--- config.mk ---
export PLATFORM = sky130hd
export DESIGN_NAME = svga_extended_register_file_top
export DESIGN_NICKNAME = d
export VERILOG_FILES = /design/src/svga_erf_pkg.sv /design/src/svga_extended_register_file_top.sv
export SDC_FILE = /design/constraint.sdc
export NUM_CORES = 1
export LEC_CHECK = 0
export BUFFER_PORTS_ARGS = -buffer_cell sky130_fd_sc_hd__buf_2
export CELL_PAD_IN_SITES_DETAIL_PLACEMENT = 1
export CELL_PAD_IN_SITES_GLOBAL_PLACEMENT = 2
export CORE_ASPECT_RATIO = 1.75
export CORE_MARGIN = 4
export CORE_UTILIZATION = 39
export CTS_BUF_LIST = sky130_fd_sc_hd__clkbuf_16
export CTS_CLUSTER_DIAMETER = 100
export CTS_CLUSTER_SIZE = 40
export DETAILED_ROUTE_END_ITERATION = 8
export PLACE_DENSITY = 0.78
export RECOVER_POWER = 50
export SLEW_MARGIN = 15
export SYNTH_ARGS = -nofsm -noshare
export SYNTH_HDL_FRONTEND = slang
export SYNTH_SLANG_ARGS = --single-unit
--- constraint.sdc ---
create_clock -name clock -period 2.4 [get_ports clock]
set_input_delay 0.12 -clock clock [delete_from_list [all_inputs] [get_ports clock]]
set_output_delay 0.12 -clock clock [all_outputs]
set_load 0.03 [all_outputs]
--- src/svga_erf_pkg.sv ---
package svga_erf_pkg;

   typedef enum logic [1:0] {
      FUNC_CRTC_WRITE = 2'd0,
      FUNC_CRTC_READ  = 2'd1,
      FUNC_SEQ_WRITE  = 2'd2,
      FUNC_SEQ_READ   = 2'd3
   } func_type;

   typedef struct packed {
      func_type   func;
      logic [7:0] index;
      logic [7:0] write_data;
   } req_type;

   typedef struct packed {
      logic [7:0] read_data;
      logic       mode_changed;
      logic       bank_changed;
      logic       scan_length_changed;
      logic       window_moved;
      logic       timing_changed;
      logic       cursor_mode_changed;
      logic [5:0] bank_value;
      logic [1:0] scan_length_high;
      logic [4:0] display_start_high;
      logic       line_compare_high;
      logic       unknown_index;
   } rsp_type;

   // Extended CRTC register indexes.
   localparam logic [7:0] CR_CHIP_ID_HIGH    = 8'h2d;
   localparam logic [7:0] CR_CHIP_ID_LOW     = 8'h2e;
   localparam logic [7:0] CR_CHIP_REVISION   = 8'h30;
   localparam logic [7:0] CR_MEMORY_CONFIG   = 8'h31;
   localparam logic [7:0] CR_BANK_LOCK       = 8'h35;
   localparam logic [7:0] CR_CONFIG_ONE      = 8'h36;
   localparam logic [7:0] CR_CONFIG_TWO      = 8'h37;
   localparam logic [7:0] CR_UNLOCK_ONE      = 8'h38;
   localparam logic [7:0] CR_UNLOCK_TWO      = 8'h39;
   localparam logic [7:0] CR_SYSTEM_CONFIG   = 8'h40;
   localparam logic [7:0] CR_EXTENDED_MODE   = 8'h43;
   localparam logic [7:0] CR_CURSOR_MODE     = 8'h45;
   localparam logic [7:0] CR_CURSOR_X_HIGH   = 8'h46;
   localparam logic [7:0] CR_CURSOR_X_LOW    = 8'h47;
   localparam logic [7:0] CR_CURSOR_Y_HIGH   = 8'h48;
   localparam logic [7:0] CR_CURSOR_Y_LOW    = 8'h49;
   localparam logic [7:0] CR_FORE_COLOUR     = 8'h4a;
   localparam logic [7:0] CR_BACK_COLOUR     = 8'h4b;
   localparam logic [7:0] CR_CURSOR_ADDR_HI  = 8'h4c;
   localparam logic [7:0] CR_CURSOR_ADDR_LO  = 8'h4d;
   localparam logic [7:0] CR_PATTERN_X       = 8'h4e;
   localparam logic [7:0] CR_PATTERN_Y       = 8'h4f;
   localparam logic [7:0] CR_SYSTEM_CTRL_TWO = 8'h51;
   localparam logic [7:0] CR_MEMORY_CONTROL  = 8'h53;
   localparam logic [7:0] CR_DAC_CONTROL     = 8'h55;
   localparam logic [7:0] CR_WINDOW_CONTROL  = 8'h58;
   localparam logic [7:0] CR_WINDOW_POS_HIGH = 8'h59;
   localparam logic [7:0] CR_WINDOW_POS_LOW  = 8'h5a;
   localparam logic [7:0] CR_HORIZ_OVERFLOW  = 8'h5d;
   localparam logic [7:0] CR_VERT_OVERFLOW   = 8'h5e;
   localparam logic [7:0] CR_PIXEL_FORMAT    = 8'h67;
   localparam logic [7:0] CR_START_ADDR_HIGH = 8'h69;
   localparam logic [7:0] CR_BANK_NUMBER     = 8'h6a;

   // Sequencer register indexes.
   localparam logic [7:0] SR_PLL_UNLOCK      = 8'h08;
   localparam logic [7:0] SR_MEM_PLL_LOW     = 8'h10;
   localparam logic [7:0] SR_MEM_PLL_HIGH    = 8'h11;
   localparam logic [7:0] SR_VID_PLL_LOW     = 8'h12;
   localparam logic [7:0] SR_VID_PLL_HIGH    = 8'h13;
   localparam logic [7:0] SR_PLL_COMMAND     = 8'h15;

   // Fixed identification bytes and the bank unlock key.
   localparam logic [7:0] CHIP_ID_HIGH_VALUE  = 8'h88;
   localparam logic [7:0] CHIP_ID_LOW_VALUE   = 8'h11;
   localparam logic [7:0] CHIP_REVISION_VALUE = 8'he0;
   localparam logic [7:0] CONFIG_ONE_VALUE    = 8'h8e;
   localparam logic [7:0] CONFIG_TWO_VALUE    = 8'h2b;
   localparam logic [7:0] BANK_UNLOCK_KEY     = 8'h48;

endpackage

--- src/svga_extended_register_file_top.sv ---
// Extended CRTC and sequencer register file.
// The req channel carries one register access per transfer: a function code
// (CRTC write or read, sequencer write or read), an index and a write byte.
// The rsp channel returns one result per access: the read byte, change
// notifications for the display logic, and the merged high fields (bank,
// scan length, display start, line compare) as they stand after the access.
// The result of an access is registered and offered from the cycle after it
// is accepted. One access is taken per cycle while the receiver does not stall;
// the register decode and update plus the result register allow that rate.
// The result register acts as the output stage, so a new access is taken in
// the same cycle that the waiting result is transferred. When the receiver
// stalls, req_ready drops and the result holds until it is taken.
// Synchronous reset clears every register but the result data to zero and empties the result
// stage; accesses are taken from the first cycle after reset.
module svga_extended_register_file_top (
   input  logic                  clock,
   input  logic                  reset,
   input  logic                  req_valid,
   output logic                  req_ready,
   input  svga_erf_pkg::req_type req_data,
   output logic                  rsp_valid,
   input  logic                  rsp_ready,
   output svga_erf_pkg::rsp_type rsp_data
);

   logic        req_accept;

   logic [7:0]  memory_config_ff, memory_config_in;
   logic [3:0]  lock_bits_ff, lock_bits_in;
   logic [7:0]  unlock_key_one_ff, unlock_key_one_in;
   logic [7:0]  unlock_key_two_ff, unlock_key_two_in;
   logic [7:0]  system_config_ff, system_config_in;
   logic [7:0]  extended_mode_ff, extended_mode_in;
   logic [7:0]  cursor_mode_ff, cursor_mode_in;
   logic [15:0] cursor_origin_x_ff, cursor_origin_x_in;
   logic [15:0] cursor_origin_y_ff, cursor_origin_y_in;
   logic [7:0]  fore_stack_ff [3];
   logic [7:0]  fore_stack_in [3];
   logic [7:0]  back_stack_ff [3];
   logic [7:0]  back_stack_in [3];
   logic [1:0]  fore_pos_ff, fore_pos_in;
   logic [1:0]  back_pos_ff, back_pos_in;
   logic [1:0]  fore_slot, back_slot;
   logic [15:0] cursor_start_ff, cursor_start_in;
   logic [7:0]  pattern_x_ff, pattern_x_in;
   logic [7:0]  pattern_y_ff, pattern_y_in;
   logic [1:0]  system_ctrl_two_ff, system_ctrl_two_in;
   logic [7:0]  memory_control_ff, memory_control_in;
   logic [7:0]  dac_control_ff, dac_control_in;
   logic [7:0]  window_control_ff, window_control_in;
   logic [15:0] window_position_ff, window_position_in;
   logic [7:0]  horiz_overflow_ff, horiz_overflow_in;
   logic [7:0]  vert_overflow_ff, vert_overflow_in;
   logic [7:0]  pixel_format_ff, pixel_format_in;
   logic [5:0]  bank_number_ff, bank_number_in;
   logic [1:0]  scan_width_high_ff, scan_width_high_in;
   logic [4:0]  start_addr_high_ff, start_addr_high_in;
   logic        compare_bit_ten_ff, compare_bit_ten_in;
   logic [7:0]  pll_unlock_ff, pll_unlock_in;
   logic [14:0] memory_pll_ff, memory_pll_in;
   logic [14:0] video_pll_ff, video_pll_in;
   logic [7:0]  pll_command_ff, pll_command_in;

   logic                  rsp_valid_ff, rsp_valid_in;
   svga_erf_pkg::rsp_type rsp_data_ff, rsp_data_in;

   logic [7:0]  wr;
   logic [1:0]  new_bank_top;

   assign req_ready  = !rsp_valid_ff || rsp_ready;
   assign req_accept = req_valid && req_ready;
   assign rsp_valid  = rsp_valid_ff;
   assign rsp_data   = rsp_data_ff;

   assign wr           = req_data.write_data;
   assign new_bank_top = wr[3:2];
   // A colour push at the end of the stack wraps to the first entry.
   assign fore_slot    = (fore_pos_ff > 2'd2) ? 2'd0 : fore_pos_ff;
   assign back_slot    = (back_pos_ff > 2'd2) ? 2'd0 : back_pos_ff;

   always_comb begin
      memory_config_in   = memory_config_ff;
      lock_bits_in       = lock_bits_ff;
      unlock_key_one_in  = unlock_key_one_ff;
      unlock_key_two_in  = unlock_key_two_ff;
      system_config_in   = system_config_ff;
      extended_mode_in   = extended_mode_ff;
      cursor_mode_in     = cursor_mode_ff;
      cursor_origin_x_in = cursor_origin_x_ff;
      cursor_origin_y_in = cursor_origin_y_ff;
      fore_stack_in      = fore_stack_ff;
      back_stack_in      = back_stack_ff;
      fore_pos_in        = fore_pos_ff;
      back_pos_in        = back_pos_ff;
      cursor_start_in    = cursor_start_ff;
      pattern_x_in       = pattern_x_ff;
      pattern_y_in       = pattern_y_ff;
      system_ctrl_two_in = system_ctrl_two_ff;
      memory_control_in  = memory_control_ff;
      dac_control_in     = dac_control_ff;
      window_control_in  = window_control_ff;
      window_position_in = window_position_ff;
      horiz_overflow_in  = horiz_overflow_ff;
      vert_overflow_in   = vert_overflow_ff;
      pixel_format_in    = pixel_format_ff;
      bank_number_in     = bank_number_ff;
      scan_width_high_in = scan_width_high_ff;
      start_addr_high_in = start_addr_high_ff;
      compare_bit_ten_in = compare_bit_ten_ff;
      pll_unlock_in      = pll_unlock_ff;
      memory_pll_in      = memory_pll_ff;
      video_pll_in       = video_pll_ff;
      pll_command_in     = pll_command_ff;

      rsp_data_in = '0;

      case (req_data.func)
         svga_erf_pkg::FUNC_CRTC_WRITE: begin
            case (req_data.index)
               svga_erf_pkg::CR_MEMORY_CONFIG: begin
                  memory_config_in         = wr;
                  rsp_data_in.mode_changed = 1'b1;
               end
               svga_erf_pkg::CR_BANK_LOCK: begin
                  if (unlock_key_one_ff == svga_erf_pkg::BANK_UNLOCK_KEY) begin
                     lock_bits_in = wr[7:4];
                     if (bank_number_ff[3:0] != wr[3:0]) begin
                        bank_number_in[3:0]      = wr[3:0];
                        rsp_data_in.bank_changed = 1'b1;
                     end
                  end
               end
               svga_erf_pkg::CR_UNLOCK_ONE:    unlock_key_one_in = wr;
               svga_erf_pkg::CR_UNLOCK_TWO:    unlock_key_two_in = wr;
               svga_erf_pkg::CR_SYSTEM_CONFIG: system_config_in  = wr;
               svga_erf_pkg::CR_EXTENDED_MODE: begin
                  // Bit 2 lives in the scan length field, not in this register.
                  extended_mode_in = {wr[7:3], 1'b0, wr[1:0]};
                  if (wr[2] != scan_width_high_ff[0]) begin
                     scan_width_high_in[0]           = wr[2];
                     rsp_data_in.scan_length_changed = 1'b1;
                  end
               end
               svga_erf_pkg::CR_CURSOR_MODE: begin
                  cursor_mode_in                  = wr;
                  rsp_data_in.cursor_mode_changed = 1'b1;
               end
               svga_erf_pkg::CR_CURSOR_X_HIGH:  cursor_origin_x_in[15:8] = wr;
               svga_erf_pkg::CR_CURSOR_X_LOW:   cursor_origin_x_in[7:0]  = wr;
               svga_erf_pkg::CR_CURSOR_Y_HIGH:  cursor_origin_y_in[15:8] = wr;
               svga_erf_pkg::CR_CURSOR_Y_LOW:   cursor_origin_y_in[7:0]  = wr;
               svga_erf_pkg::CR_FORE_COLOUR: begin
                  fore_stack_in[fore_slot] = wr;
                  fore_pos_in              = fore_slot + 2'd1;
               end
               svga_erf_pkg::CR_BACK_COLOUR: begin
                  back_stack_in[back_slot] = wr;
                  back_pos_in              = back_slot + 2'd1;
               end
               svga_erf_pkg::CR_CURSOR_ADDR_HI: cursor_start_in[15:8] = wr;
               svga_erf_pkg::CR_CURSOR_ADDR_LO: cursor_start_in[7:0]  = wr;
               svga_erf_pkg::CR_PATTERN_X:      pattern_x_in          = wr;
               svga_erf_pkg::CR_PATTERN_Y:      pattern_y_in          = wr;
               svga_erf_pkg::CR_SYSTEM_CTRL_TWO: begin
                  system_ctrl_two_in      = wr[7:6];
                  start_addr_high_in[1:0] = wr[1:0];
                  // The bank is left alone only when the whole new value is zero.
                  if (bank_number_ff[3:0] != 4'd0 || new_bank_top != 2'd0) begin
                     bank_number_in[5:4]      = new_bank_top;
                     rsp_data_in.bank_changed = 1'b1;
                  end
                  if (wr[5:4] != scan_width_high_ff) begin
                     scan_width_high_in              = wr[5:4];
                     rsp_data_in.scan_length_changed = 1'b1;
                  end
               end
               svga_erf_pkg::CR_MEMORY_CONTROL: memory_control_in = wr;
               svga_erf_pkg::CR_DAC_CONTROL:    dac_control_in    = wr;
               svga_erf_pkg::CR_WINDOW_CONTROL: window_control_in = wr;
               svga_erf_pkg::CR_WINDOW_POS_HIGH: begin
                  if (window_position_ff[15:8] != wr) begin
                     window_position_in[15:8] = wr;
                     rsp_data_in.window_moved = 1'b1;
                  end
               end
               svga_erf_pkg::CR_WINDOW_POS_LOW: begin
                  if (window_position_ff[7:0] != wr) begin
                     window_position_in[7:0]  = wr;
                     rsp_data_in.window_moved = 1'b1;
                  end
               end
               svga_erf_pkg::CR_HORIZ_OVERFLOW: begin
                  if ((wr & horiz_overflow_ff) != 8'd3) begin
                     rsp_data_in.timing_changed = 1'b1;
                  end
                  horiz_overflow_in = wr;
               end
               svga_erf_pkg::CR_VERT_OVERFLOW: begin
                  compare_bit_ten_in = wr[6];
                  if (wr[1:0] != vert_overflow_ff[1:0]) begin
                     rsp_data_in.timing_changed = 1'b1;
                  end
                  vert_overflow_in = wr;
               end
               svga_erf_pkg::CR_PIXEL_FORMAT: begin
                  pixel_format_in          = wr;
                  rsp_data_in.mode_changed = 1'b1;
               end
               svga_erf_pkg::CR_START_ADDR_HIGH: start_addr_high_in = wr[4:0];
               svga_erf_pkg::CR_BANK_NUMBER: begin
                  bank_number_in           = wr[5:0];
                  rsp_data_in.bank_changed = 1'b1;
               end
               default: rsp_data_in.unknown_index = 1'b1;
            endcase
         end
         svga_erf_pkg::FUNC_CRTC_READ: begin
            case (req_data.index)
               svga_erf_pkg::CR_CHIP_ID_HIGH:
                  rsp_data_in.read_data = svga_erf_pkg::CHIP_ID_HIGH_VALUE;
               svga_erf_pkg::CR_CHIP_ID_LOW:
                  rsp_data_in.read_data = svga_erf_pkg::CHIP_ID_LOW_VALUE;
               svga_erf_pkg::CR_CHIP_REVISION:
                  rsp_data_in.read_data = svga_erf_pkg::CHIP_REVISION_VALUE;
               svga_erf_pkg::CR_MEMORY_CONFIG: rsp_data_in.read_data = memory_config_ff;
               svga_erf_pkg::CR_BANK_LOCK:
                  rsp_data_in.read_data = {lock_bits_ff, bank_number_ff[3:0]};
               svga_erf_pkg::CR_CONFIG_ONE:
                  rsp_data_in.read_data = svga_erf_pkg::CONFIG_ONE_VALUE;
               svga_erf_pkg::CR_CONFIG_TWO:
                  rsp_data_in.read_data = svga_erf_pkg::CONFIG_TWO_VALUE;
               svga_erf_pkg::CR_UNLOCK_ONE:    rsp_data_in.read_data = unlock_key_one_ff;
               svga_erf_pkg::CR_UNLOCK_TWO:    rsp_data_in.read_data = unlock_key_two_ff;
               svga_erf_pkg::CR_SYSTEM_CONFIG: rsp_data_in.read_data = system_config_ff;
               svga_erf_pkg::CR_EXTENDED_MODE:
                  rsp_data_in.read_data = extended_mode_ff
                                          | {5'd0, scan_width_high_ff[0], 2'd0};
               svga_erf_pkg::CR_CURSOR_MODE: begin
                  // Reading the cursor mode rewinds both colour stacks.
                  fore_pos_in           = 2'd0;
                  back_pos_in           = 2'd0;
                  rsp_data_in.read_data = cursor_mode_ff;
               end
               svga_erf_pkg::CR_SYSTEM_CTRL_TWO:
                  rsp_data_in.read_data = {system_ctrl_two_ff, scan_width_high_ff,
                                           bank_number_ff[5:4], start_addr_high_ff[1:0]};
               svga_erf_pkg::CR_MEMORY_CONTROL: rsp_data_in.read_data = memory_control_ff;
               svga_erf_pkg::CR_DAC_CONTROL:    rsp_data_in.read_data = dac_control_ff;
               svga_erf_pkg::CR_WINDOW_CONTROL: rsp_data_in.read_data = window_control_ff;
               svga_erf_pkg::CR_WINDOW_POS_HIGH:
                  rsp_data_in.read_data = window_position_ff[15:8];
               svga_erf_pkg::CR_WINDOW_POS_LOW:
                  rsp_data_in.read_data = window_position_ff[7:0];
               svga_erf_pkg::CR_HORIZ_OVERFLOW: rsp_data_in.read_data = horiz_overflow_ff;
               svga_erf_pkg::CR_VERT_OVERFLOW:  rsp_data_in.read_data = vert_overflow_ff;
               svga_erf_pkg::CR_PIXEL_FORMAT:   rsp_data_in.read_data = pixel_format_ff;
               svga_erf_pkg::CR_START_ADDR_HIGH:
                  rsp_data_in.read_data = {3'd0, start_addr_high_ff};
               svga_erf_pkg::CR_BANK_NUMBER:
                  rsp_data_in.read_data = {2'd0, bank_number_ff};
               default: rsp_data_in.read_data = 8'd0;
            endcase
         end
         svga_erf_pkg::FUNC_SEQ_WRITE: begin
            case (req_data.index)
               svga_erf_pkg::SR_PLL_UNLOCK:   pll_unlock_in       = wr;
               svga_erf_pkg::SR_MEM_PLL_LOW:  memory_pll_in[7:0]  = wr;
               svga_erf_pkg::SR_MEM_PLL_HIGH: memory_pll_in[14:8] = wr[6:0];
               svga_erf_pkg::SR_VID_PLL_LOW:  video_pll_in[7:0]   = wr;
               svga_erf_pkg::SR_VID_PLL_HIGH: video_pll_in[14:8]  = wr[6:0];
               svga_erf_pkg::SR_PLL_COMMAND: begin
                  pll_command_in             = wr;
                  rsp_data_in.timing_changed = 1'b1;
               end
               default: rsp_data_in.unknown_index = 1'b1;
            endcase
         end
         default: begin
            case (req_data.index)
               svga_erf_pkg::SR_PLL_UNLOCK:   rsp_data_in.read_data = pll_unlock_ff;
               svga_erf_pkg::SR_MEM_PLL_LOW:  rsp_data_in.read_data = memory_pll_ff[7:0];
               svga_erf_pkg::SR_MEM_PLL_HIGH:
                  rsp_data_in.read_data = {1'b0, memory_pll_ff[14:8]};
               svga_erf_pkg::SR_VID_PLL_LOW:  rsp_data_in.read_data = video_pll_ff[7:0];
               svga_erf_pkg::SR_VID_PLL_HIGH:
                  rsp_data_in.read_data = {1'b0, video_pll_ff[14:8]};
               svga_erf_pkg::SR_PLL_COMMAND:  rsp_data_in.read_data = pll_command_ff;
               default: rsp_data_in.unknown_index = 1'b1;
            endcase
         end
      endcase

      rsp_data_in.bank_value         = bank_number_in;
      rsp_data_in.scan_length_high   = scan_width_high_in;
      rsp_data_in.display_start_high = start_addr_high_in;
      rsp_data_in.line_compare_high  = compare_bit_ten_in;

      if (req_accept) begin
         rsp_valid_in = 1'b1;
      end else if (rsp_ready) begin
         rsp_valid_in = 1'b0;
      end else begin
         rsp_valid_in = rsp_valid_ff;
      end
   end

   always_ff @(posedge clock) begin
      if (reset) begin
         memory_config_ff   <= '0;
         lock_bits_ff       <= '0;
         unlock_key_one_ff  <= '0;
         unlock_key_two_ff  <= '0;
         system_config_ff   <= '0;
         extended_mode_ff   <= '0;
         cursor_mode_ff     <= '0;
         cursor_origin_x_ff <= '0;
         cursor_origin_y_ff <= '0;
         fore_stack_ff      <= '{default: '0};
         back_stack_ff      <= '{default: '0};
         fore_pos_ff        <= '0;
         back_pos_ff        <= '0;
         cursor_start_ff    <= '0;
         pattern_x_ff       <= '0;
         pattern_y_ff       <= '0;
         system_ctrl_two_ff <= '0;
         memory_control_ff  <= '0;
         dac_control_ff     <= '0;
         window_control_ff  <= '0;
         window_position_ff <= '0;
         horiz_overflow_ff  <= '0;
         vert_overflow_ff   <= '0;
         pixel_format_ff    <= '0;
         bank_number_ff     <= '0;
         scan_width_high_ff <= '0;
         start_addr_high_ff <= '0;
         compare_bit_ten_ff <= '0;
         pll_unlock_ff      <= '0;
         memory_pll_ff      <= '0;
         video_pll_ff       <= '0;
         pll_command_ff     <= '0;
         rsp_valid_ff       <= 1'b0;
      end else begin
         if (req_accept) begin
            memory_config_ff   <= memory_config_in;
            lock_bits_ff       <= lock_bits_in;
            unlock_key_one_ff  <= unlock_key_one_in;
            unlock_key_two_ff  <= unlock_key_two_in;
            system_config_ff   <= system_config_in;
            extended_mode_ff   <= extended_mode_in;
            cursor_mode_ff     <= cursor_mode_in;
            cursor_origin_x_ff <= cursor_origin_x_in;
            cursor_origin_y_ff <= cursor_origin_y_in;
            fore_stack_ff      <= fore_stack_in;
            back_stack_ff      <= back_stack_in;
            fore_pos_ff        <= fore_pos_in;
            back_pos_ff        <= back_pos_in;
            cursor_start_ff    <= cursor_start_in;
            pattern_x_ff       <= pattern_x_in;
            pattern_y_ff       <= pattern_y_in;
            system_ctrl_two_ff <= system_ctrl_two_in;
            memory_control_ff  <= memory_control_in;
            dac_control_ff     <= dac_control_in;
            window_control_ff  <= window_control_in;
            window_position_ff <= window_position_in;
            horiz_overflow_ff  <= horiz_overflow_in;
            vert_overflow_ff   <= vert_overflow_in;
            pixel_format_ff    <= pixel_format_in;
            bank_number_ff     <= bank_number_in;
            scan_width_high_ff <= scan_width_high_in;
            start_addr_high_ff <= start_addr_high_in;
            compare_bit_ten_ff <= compare_bit_ten_in;
            pll_unlock_ff      <= pll_unlock_in;
            memory_pll_ff      <= memory_pll_in;
            video_pll_ff       <= video_pll_in;
            pll_command_ff     <= pll_command_in;
         end
         rsp_valid_ff <= rsp_valid_in;
      end
   end

   always_ff @(posedge clock) begin
      if (req_accept) begin
         rsp_data_ff <= rsp_data_in;
      end
   end

endmodule

; Word-level counts from Yosys, hierarchy flattened
; Cells that the tools add are included.
; Widths: inputs -> output; s select.
[totals]
input_bits = 22
wordCells = 166
ff_bits = 207
out_inout_bits = 31
[op_classes]
reduce_logical = 35
n_eq_ne = 49
muxes = 41
bitwise = 2
[op_table]
columns = operator, count
row1 = $eq 8x7->1 const B, 25
row2 = $pmux 8 s23, 1
row3 = $eq 8x6->1 const B, 9
row4 = $reduce_and 3->1, 19
row5 = $pmux 8 s6, 1
row6 = $eq 8x5->1 const B, 5
row7 = $reduce_or 28->1, 1
row8 = $mux 1, 20
row9 = $ne 8x8->1, 2
row10 = $pmux 8 s2, 1
row11 = $pmux 1 s2, 6
row12 = $reduce_and 4->1, 3
row13 = $and 8x8->8, 1
row14 = $eq 8x4->1 const B, 1
row15 = $mux 2, 4
row16 = $mux 4, 2
row17 = $ne 8x2->1 const B, 1
row18 = $or 8x3->8, 1
row19 = $pmux 4 s2, 1
row20 = $mux 6, 1
row21 = $reduce_or 2->1, 3
row22 = $reduce_or 6->1, 1
row23 = $mux 5, 1
row24 = $ne 2x2->1, 2
row25 = other kinds (13), 15

; Longest topological paths before layout
; Gate-level depths: netlist of the first run.
[depth]
depth_word = 5
mapped_depth = 9
mapped_depth_nobuf = 6

; Worst setup path after synthesis of the first run
; No wires, ideal clock.
[synth_timing]
path_type = register to register
from = register rsp_valid_ff (netlist: rsp_valid)
to = register rsp_data_ff, in the netlist rsp_data[0] (enable)
t_arrival_ps = 2070
setup_slack_ps = -75
setup_time_ps = 405
required_time_ps = 1995
period_less_slack_ps = 2475
stages_incl_launch_ff = 5
n_path_buf = 2
path_cell_list = dfxtp_1 nand2b_1 and2_1 buf_2 buf_1
[synth_via]
elab_chain_len = 3
[synth_lines]
columns = item, line_no
row1 = start: declaration, svga_extended_register_file_top.sv:64  ; logic rsp_valid_ff, rsp_valid_in;
row2 = start signal: assignment, svga_extended_register_file_top.sv:377  ; rsp_valid_ff <= rsp_valid_in;
row3 = $logic_not 1->1, svga_extended_register_file_top.sv:70  ; assign req_ready = !rsp_valid_ff || rsp_ready;
row4 = $logic_or 1x1->1, svga_extended_register_file_top.sv:70
row5 = via req_ready, svga_extended_register_file_top.sv:19  ; output logic req_ready,
row6 = $logic_and 1x1->1, svga_extended_register_file_top.sv:71  ; assign req_accept = req_valid && req_ready;
row7 = via req_accept, svga_extended_register_file_top.sv:26  ; logic req_accept;
row8 = end signal: assignment, svga_extended_register_file_top.sv:383  ; rsp_data_ff <= rsp_data_in;
row9 = end: declaration, svga_extended_register_file_top.sv:65  ; svga_erf_pkg::rsp_type rsp_data_ff, rsp_data_in;
; The timed path passes the listed nets, and every way through them passes these cells.
; A chain may end at the register's enable or synchronous reset.

==> flow_metrics.env, run 1 <==
export IMPL_status="finished, final reports clean"
export IMPL_maxSlewHeadroom_pct=38.7
export IMPL_crit_required_ns=2.77
export IMPL_die_area_um2=29300
export IMPL_cts_root_buf="clkbuf_16"
export IMPL_grt_pass1_wl_um=60600
export IMPL_synth_top_area_share_pct=34.4
export IMPL_rsz0062_at_grt="false"
export IMPL_fp_dieW_um=131
export IMPL_core_area_um2=26100
export IMPL_whs_endpoint="video_pll_ff[10]"
export IMPL_cap_violations=0
export IMPL_clock_sinks=207
export IMPL_syn_cell_area_um2=10300
export IMPL_power_total_mw=6.16
export IMPL_r2r_cells=7
export IMPL_drc=0
export IMPL_crit_type="in2reg"
export IMPL_leakagePower_nw=3.83
export IMPL_async_flop_share_pct=0
export IMPL_fillers=3038
export IMPL_finClkSkew_ns=0.0372
export IMPL_antenna_found_initial=0
export IMPL_critPathMaxFanout=11
export IMPL_grt_max_degree=57
export IMPL_yosys_most_used_dff="dfxtp_1"
export IMPL_placed_cells=1505
export IMPL_layoutNonFillerInstCount=1522
export IMPL_ctsResizeCount=0
export IMPL_r2r_slack_ns=0.24
export IMPL_die_height_um=223
export IMPL_layout_nets=1224
export IMPL_start_util_pct=39.7
export IMPL_clock_path_buffers=3
export IMPL_wire_per_inst_um=27.1
export IMPL_ys_seq_area_share_pct=42.9
export IMPL_hold_start="reset"
export IMPL_rows=78
export IMPL_syn_num_nets=1143
export IMPL_first_iter_violations=641
export IMPL_portBuffers=52
export IMPL_grt_overflow=0
export IMPL_synth_edf_count=29
export IMPL_syn_avg_cell_area_um2=9.24
export IMPL_clk_pin_slew_ns=0.16
export IMPL_area_growth_pct=12.9
export IMPL_r2r_start="rsp_valid"
export IMPL_firstDrtPassIters=6
export IMPL_vdd_drop_max_mv=0.558
export IMPL_timing_fmax_mhz=434
export IMPL_synth_cell_types=83
export IMPL_power_density_nw_per_um2=528
export IMPL_first_global_vias=9273
export IMPL_endpoint_kind="flip-flop"
export IMPL_hold_viol=0
export IMPL_yosysMostFrequentCell="dfxtp_1"
export IMPL_vias=9107
export IMPL_startpoint_type="input port"
export IMPL_antennaDiodeCount=0
export IMPL_synth_common_cells="dfxtp_1, nor2_1, mux2i_1"
export IMPL_layout_drive_gt1_share_pct=14.8
export IMPL_drt_wl_total_um=41300
export IMPL_via_per_inst=5.98
export IMPL_clock_latency_ns=0.51
export IMPL_ys_seq_elements=207
export IMPL_synth_top_cell_by_area="dfxtp_1"
export IMPL_yosys_warnings=0
export IMPL_gp_congestion=0.994
export IMPL_syn_inst=1119
export IMPL_cts_inserted_buffers=9
export IMPL_fin_tns_setup_ns=0
export IMPL_dp_final_hpwl_um=31300
export IMPL_post_route_period_util_pct=96.0
export IMPL_drv_slew=0
export IMPL_htree_num_levels=1
export IMPL_finalSetupViolations=0
export IMPL_min_path_type="in2reg"
export IMPL_cts_tree="yes"
export IMPL_tightest_slew_ns=0.918
export IMPL_track_usage_pct=27.3
export IMPL_timing_rr_end="video_pll_ff[4]"
export IMPL_hold_path_depth=2
export IMPL_arrival_ns=2.67
export IMPL_yosys_top_cells_area="dfxtp_1, mux2i_1, edfxtp_1, nor2_1, nand2_1"
export IMPL_drtAntennaViolNets=0
export IMPL_min_period_ns=2.30
export IMPL_io_pins=53
==> power breakdown <==
part	total [mW]	switching, mW	internal, mW
Clock	1.94	1.20	0.732
Combinational	0.659	0.481	0.178
Sequential	3.57	0.0210	3.55
==> layout by cell type (no fill, tap or decap), types with 10 or more instances in the layout <==
master,n
a32oi_1,12
nand3_1,20
a21oi_1,66
xnor2_1,20
edfxtp_1,29
mux2i_1,144
o21ai_0,45
nand2_1,104
nand2b_1,11
buf_4,87
clkbuf_1,38
buf_12,10
buf_2,20
a22oi_1,34
mux2_2,12
dfxtp_1,178
nor2_1,162
==> routing by layer <==
metal	GRT usage [%]	wire length [um]	vias to the layer above
met5	0	0	-
met4	15.9	2910	0
met3	2.46	1380	117
met2	50.2	21200	264
met1	30.5	15700	4558
li1	-	-	4168
==> worst max-delay path by stage <==
stage	from	to	slack, ns	cells after the start
after floorplan	rsp_valid	horiz_overflow_ff[2]	0.25	8
after global placement	req_data[11]	rsp_data[21]	-0.09	11
after detailed placement	req_data[11]	rsp_data[21]	-0.11	11
after CTS	unlock_key_one_ff[6]	bank_number_ff[2]	0.25	6
after global routing	rsp_valid	window_position_ff[10]	0.1	7
final	req_data[8]	rsp_data[25]	0.1	8
==> registers in the layout, summed over array words and instances, names as in the netlist, 7 cells and up <==
register / flops
unlock_key_one_ff: 8
memory_pll_ff: 15
memory_config_ff: 8
pll_unlock_ff: 8
window_position_ff: 16
extended_mode_ff: 7
pixel_format_ff: 8
window_control_ff: 8
vert_overflow_ff: 8
horiz_overflow_ff: 8
pll_command_ff: 8
rsp_data: 29
unlock_key_two_ff: 8
system_config_ff: 8
memory_control_ff: 8
cursor_mode_ff: 8
video_pll_ff: 15
dac_control_ff: 8
==> metrics by stage <==
| stage | hold WS (ns) | instance area [um^2] | worst slack, ns | utilization (%) |
|---|---|---|---|---|
| after CTS | 0.0176 | 11800 | 0.255 | 45.4 |
| after global routing | 0.0387 | 11700 | 0.0961 | 44.8 |
| after floorplan | 0.249 | 10400 | 0.250 | - |
| after global placement | 0.364 | 11500 | -0.0932 | 44.2 |
| after detailed placement | 0.383 | 11500 | -0.109 | 44.2 |
| final | 0.0279 | 11700 | 0.0959 | 44.8 |
==> final cells by class <==
type	count	area, um^2	share of cell area [%]
Inverter	8	30.0	0.257
Sequential cell	207	4430	38.0
Multi-Input combinational cell	808	5370	46.0
Tap cell	320	400	3.43
Clock buffer	9	225	1.93
Timing Repair Buffer	166	1180	10.1
Clock inverter	4	43.8	0.375
==> logic make-up after synthesis <==
logic type	synth area share, %
AOI/OAI and AO/OA	15.1
and+or+nand+nor	19.3
xor gates and xnor gates	2.12
muxes	15.6
buffers and inverters	4.79
DFF	42.9
adders and majority gates	0.242
==> critical path: stages <==
cell and delay, ns:
buf_2 0.25, clkbuf_1 0.47, buf_4 0.32, nor3b_1 0.30, a32oi_1 0.15, o311ai_0 0.74, nor4_1 0.13, o22ai_1 0.18
==> repair_timing <==
| action | CTS | global route |
|---|---|---|
| hold buffers | 4 | 0 |
| hold endpoints to repair | 3 | 0 |
| buffers inserted | 0 | 0 |
Note: power is estimated with default switching activity, not from simulation.
==> run 2: changes to the inputs <==
--- a/config.mk
+++ b/config.mk
@@ -6,4 +6,5 @@
 export NUM_CORES = 1
 export LEC_CHECK = 0
+export ABC_AREA = 1
 export BUFFER_PORTS_ARGS = -buffer_cell sky130_fd_sc_hd__buf_2
 export CELL_PAD_IN_SITES_DETAIL_PLACEMENT = 1
@@ -11,10 +12,10 @@
 export CORE_ASPECT_RATIO = 1.75
 export CORE_MARGIN = 4
-export CORE_UTILIZATION = 39
+export CORE_UTILIZATION = 32
 export CTS_BUF_LIST = sky130_fd_sc_hd__clkbuf_16
 export CTS_CLUSTER_DIAMETER = 100
 export CTS_CLUSTER_SIZE = 40
 export DETAILED_ROUTE_END_ITERATION = 8
-export PLACE_DENSITY = 0.78
+export PLACE_DENSITY = 0.74
 export RECOVER_POWER = 50
 export SLEW_MARGIN = 15
==> constraint.sdc (replaced) <==
create_clock -name clock -period 1.99 [get_ports clock]
set_input_delay 0.199 -clock clock [delete_from_list [all_inputs] [get_ports clock]]
set_output_delay 0.199 -clock clock [all_outputs]
set_load 0.03 [all_outputs]
==> flow_metrics.env, run 2 <==
export IMPL_status="finished, final reports clean"
export IMPL_placed_cells=1840
export IMPL_clock_sinks=207
export IMPL_cp_buffers_inverters=3
export IMPL_drc=0
export IMPL_synth_cell_types=31
export IMPL_async_flop_share_pct=0
export IMPL_finClkSkew_ns=0.0431
export IMPL_clk_pin_slew_ns=0.16
export IMPL_cts_root_buf="clkbuf_16"
export IMPL_firstDrtPassIters=7
export IMPL_gp_congestion=0.922
export IMPL_timing_fmax_mhz=537
export IMPL_start_util_pct=32.5
export IMPL_core_area_um2=30800
export IMPL_hold_path_depth=3
export IMPL_grt_pass1_wl_um=64700
export IMPL_via_per_inst=5.40
export IMPL_layout_nets=1487
export IMPL_maxSlewHeadroom_pct=33.2
export IMPL_switching_share_pct=27.4
export IMPL_final_cell_mix="nand2_1, o21ai_0, dfxtp_1, a21oi_1, nand3_1"
export IMPL_endpoint_kind="flip-flop"
export IMPL_drt_wl_total_um=43400
export IMPL_min_period_ns=1.86
export IMPL_antennaDiodeCount=0
export IMPL_tightest_slew_ns=0.999
export IMPL_cap_violations=0
export IMPL_cpMostUsedCell="nand2_1"
export IMPL_first_iter_violations=660
export IMPL_yosysMostFrequentCell="nand2_1"
export IMPL_hold_start="req_data[0]"
export IMPL_synth_top_area_share_pct=35.5
export IMPL_syn_num_nets=1416
export IMPL_synth_edf_count=29
export IMPL_cts_inserted_buffers=9
export IMPL_r2r_slack_ns=0.16
export IMPL_pwr_share_comb_pct=10.0
export IMPL_yosys_warnings=0
export IMPL_track_usage_pct=25.0
export IMPL_yosys_most_used_dff="dfxtp_1"
export IMPL_layoutNonFillerInstCount=1856
export IMPL_grt_max_degree=49
export IMPL_r2r_cells=10
export IMPL_synth_common_cells="nand2_1, o21ai_0, dfxtp_1"
export IMPL_min_path_type="in2reg"
export IMPL_area_growth_pct=13.7
export IMPL_critPathTopFamily="simple AND/OR/NAND/NOR gates"
export IMPL_power_total_mw=7.35
export IMPL_r2r_start="rsp_valid"
export IMPL_syn_inst=1392
export IMPL_dp_final_hpwl_um=33100
export IMPL_p_int_mw=5.34
export IMPL_largest_reg_flops=29
export IMPL_startpoint_type="input port"
export IMPL_whs_endpoint="window_position_ff[8]"
export IMPL_yosys_top_cells_area="dfxtp_1, nand2_1, o21ai_0, edfxtp_1, a21oi_1"
export IMPL_syn_cell_area_um2=10000
export IMPL_crit_type="in2reg"
export IMPL_clock_latency_ns=0.51
export IMPL_first_global_vias=10300
export IMPL_antenna_found_initial=0
export IMPL_clock_path_buffers=3
export IMPL_final_common_cell="nand2_1"
export IMPL_vias=10000
export IMPL_hold_viol=0
export IMPL_die_height_um=242
export IMPL_ys_seq_elements=207
export IMPL_arrival_ns=2.14
export IMPL_cts_tree="yes"
export IMPL_timing_rr_end="unlock_key_two_ff[1]"
export IMPL_power_density_nw_per_um2=645
export IMPL_ys_seq_area_share_pct=44.2
export IMPL_vdd_drop_max_mv=0.732
export IMPL_wire_per_inst_um=23.4
export IMPL_portBuffers=52
export IMPL_worst_path_max_delay_cell="clkbuf_2"
export IMPL_p_clk_share_pct=30.9
export IMPL_fin_tns_setup_ns=0
export IMPL_drtAntennaViolNets=0
export IMPL_die_area_um2=34400
export IMPL_seq_power_share_pct=59.1
export IMPL_leakagePower_nw=5.14
export IMPL_finalSetupViolations=0
export IMPL_syn_avg_cell_area_um2=7.21
export IMPL_worstPathCellList="clkbuf_1, inv_1, nand2_1, nor2_1, clkbuf_2, nand3_1, nand2_1, nor2_1, nand2_1, o21bai_1, nand2_1"
export IMPL_grt_overflow=0
export IMPL_switchingPower_mw=2.02
export IMPL_rows=85
export IMPL_critPathMaxFanout=20
export IMPL_post_route_period_util_pct=93.5
export IMPL_fp_dieW_um=142
export IMPL_layout_drive_gt1_share_pct=11.1
export IMPL_rsz0062_at_grt="false"
export IMPL_critPathMaxStageDelay_ns=0.37
export IMPL_crit_required_ns=2.27
export IMPL_drv_slew=0
export IMPL_htree_num_levels=1
export IMPL_io_pins=53
export IMPL_synth_top_cell_by_area="dfxtp_1"
## run 2: cell count changes after synthesis, moves of 21 or more
cell / previous run / this run
a21oi_1: 66 / 161
a22oi_1: 34 / 0
inv_1: 7 / 89
mux2i_1: 144 / 0
nand2_1: 104 / 309
nand3_1: 20 / 131
nand4_1: 9 / 30
nor2_1: 160 / 124
o21ai_0: 45 / 184
## run 2: worst min-delay path: stages
cell	delay (ns)
buf_2	0.15
nor2_1	0.11
nor2_1	0.05
## run 2: routing by layer
layer | routed length [um] | part of all wire (%) | up-vias | global-route usage [%]
met5 | 0 | 0 | - | 0
met4 | 3780 | 8.7 | 0 | 17.5
met3 | 1380 | 3.2 | 118 | 1.99
met2 | 22600 | 52 | 270 | 45.3
met1 | 15600 | 36 | 4877 | 26.7
li1 | - | - | 4758 | -
## run 2: metrics by stage
| stage | hold slack [ns] | area (um^2) | util (%) | setup slack (ns) |
|---|---|---|---|---|
| after floorplan | 0.334 | 10000 | - | 0.0144 |
| after global placement | 0.449 | 11200 | 36.4 | -0.0885 |
| after detailed placement | 0.464 | 11200 | 36.4 | -0.0975 |
| after CTS | 0.0518 | 11500 | 37.2 | 0.0584 |
| after global routing | 0.0521 | 11400 | 37.0 | 0.00576 |
| final | 0.0505 | 11400 | 37.0 | 0.130 |
## run 2: cell type report
type / instances / area [um^2]
sequential: 207 / 4430
tap: 391 / 489
timing repair buffer: 142 / 1060
clock buffer: 9 / 225
clock inverter: 4 / 20.0
fill: 3877 / 19400
inverter: 98 / 377
multi-input combinational: 1005 / 4800
## run 2: how the worst max path moves through the flow
stage	start	end	slack (ns)	cells past startpoint
3_3_place_gp	req_data[15]	rsp_data[27]	-0.09	13
6_report	req_data[9]	rsp_data[24]	0.13	11
5_1_grt	rsp_valid	cursor_mode_ff[2]	0.006	9
2_1_floorplan	rsp_valid	memory_pll_ff[5]	0.01	11
4_1_cts	rsp_valid	unlock_key_two_ff[7]	0.06	9
3_5_place_dp	req_data[14]	rsp_data[27]	-0.1	13
## run 2: cells by family after synthesis
| logic type | share of synthesized area, % |
|---|---|
| fa+ha+maj | 0.249 |
| buf+inv | 8.02 |
| flops | 44.2 |
| simple gates | 28.5 |
| xor+xnor | 0.698 |
| compound gates | 18.4 |
## run 2: power by group through the flow
stage	logic (mW)	registers, mW	clock network, mW
2_1_floorplan	0.333	4.50	0
3_3_place_gp	0.736	4.44	0
3_5_place_dp	0.745	4.44	0
4_1_cts	0.749	4.35	2.35
5_1_grt	0.787	4.35	2.48
6_report	0.732	4.35	2.27
## run 2: what timing repair did
action	4_1_cts	5_1_grt
gates resized for setup	0	7
buffers inserted	0	2
hold endpoints to repair	1	0
setup endpoints to repair	0	31
hold buffers	1	0
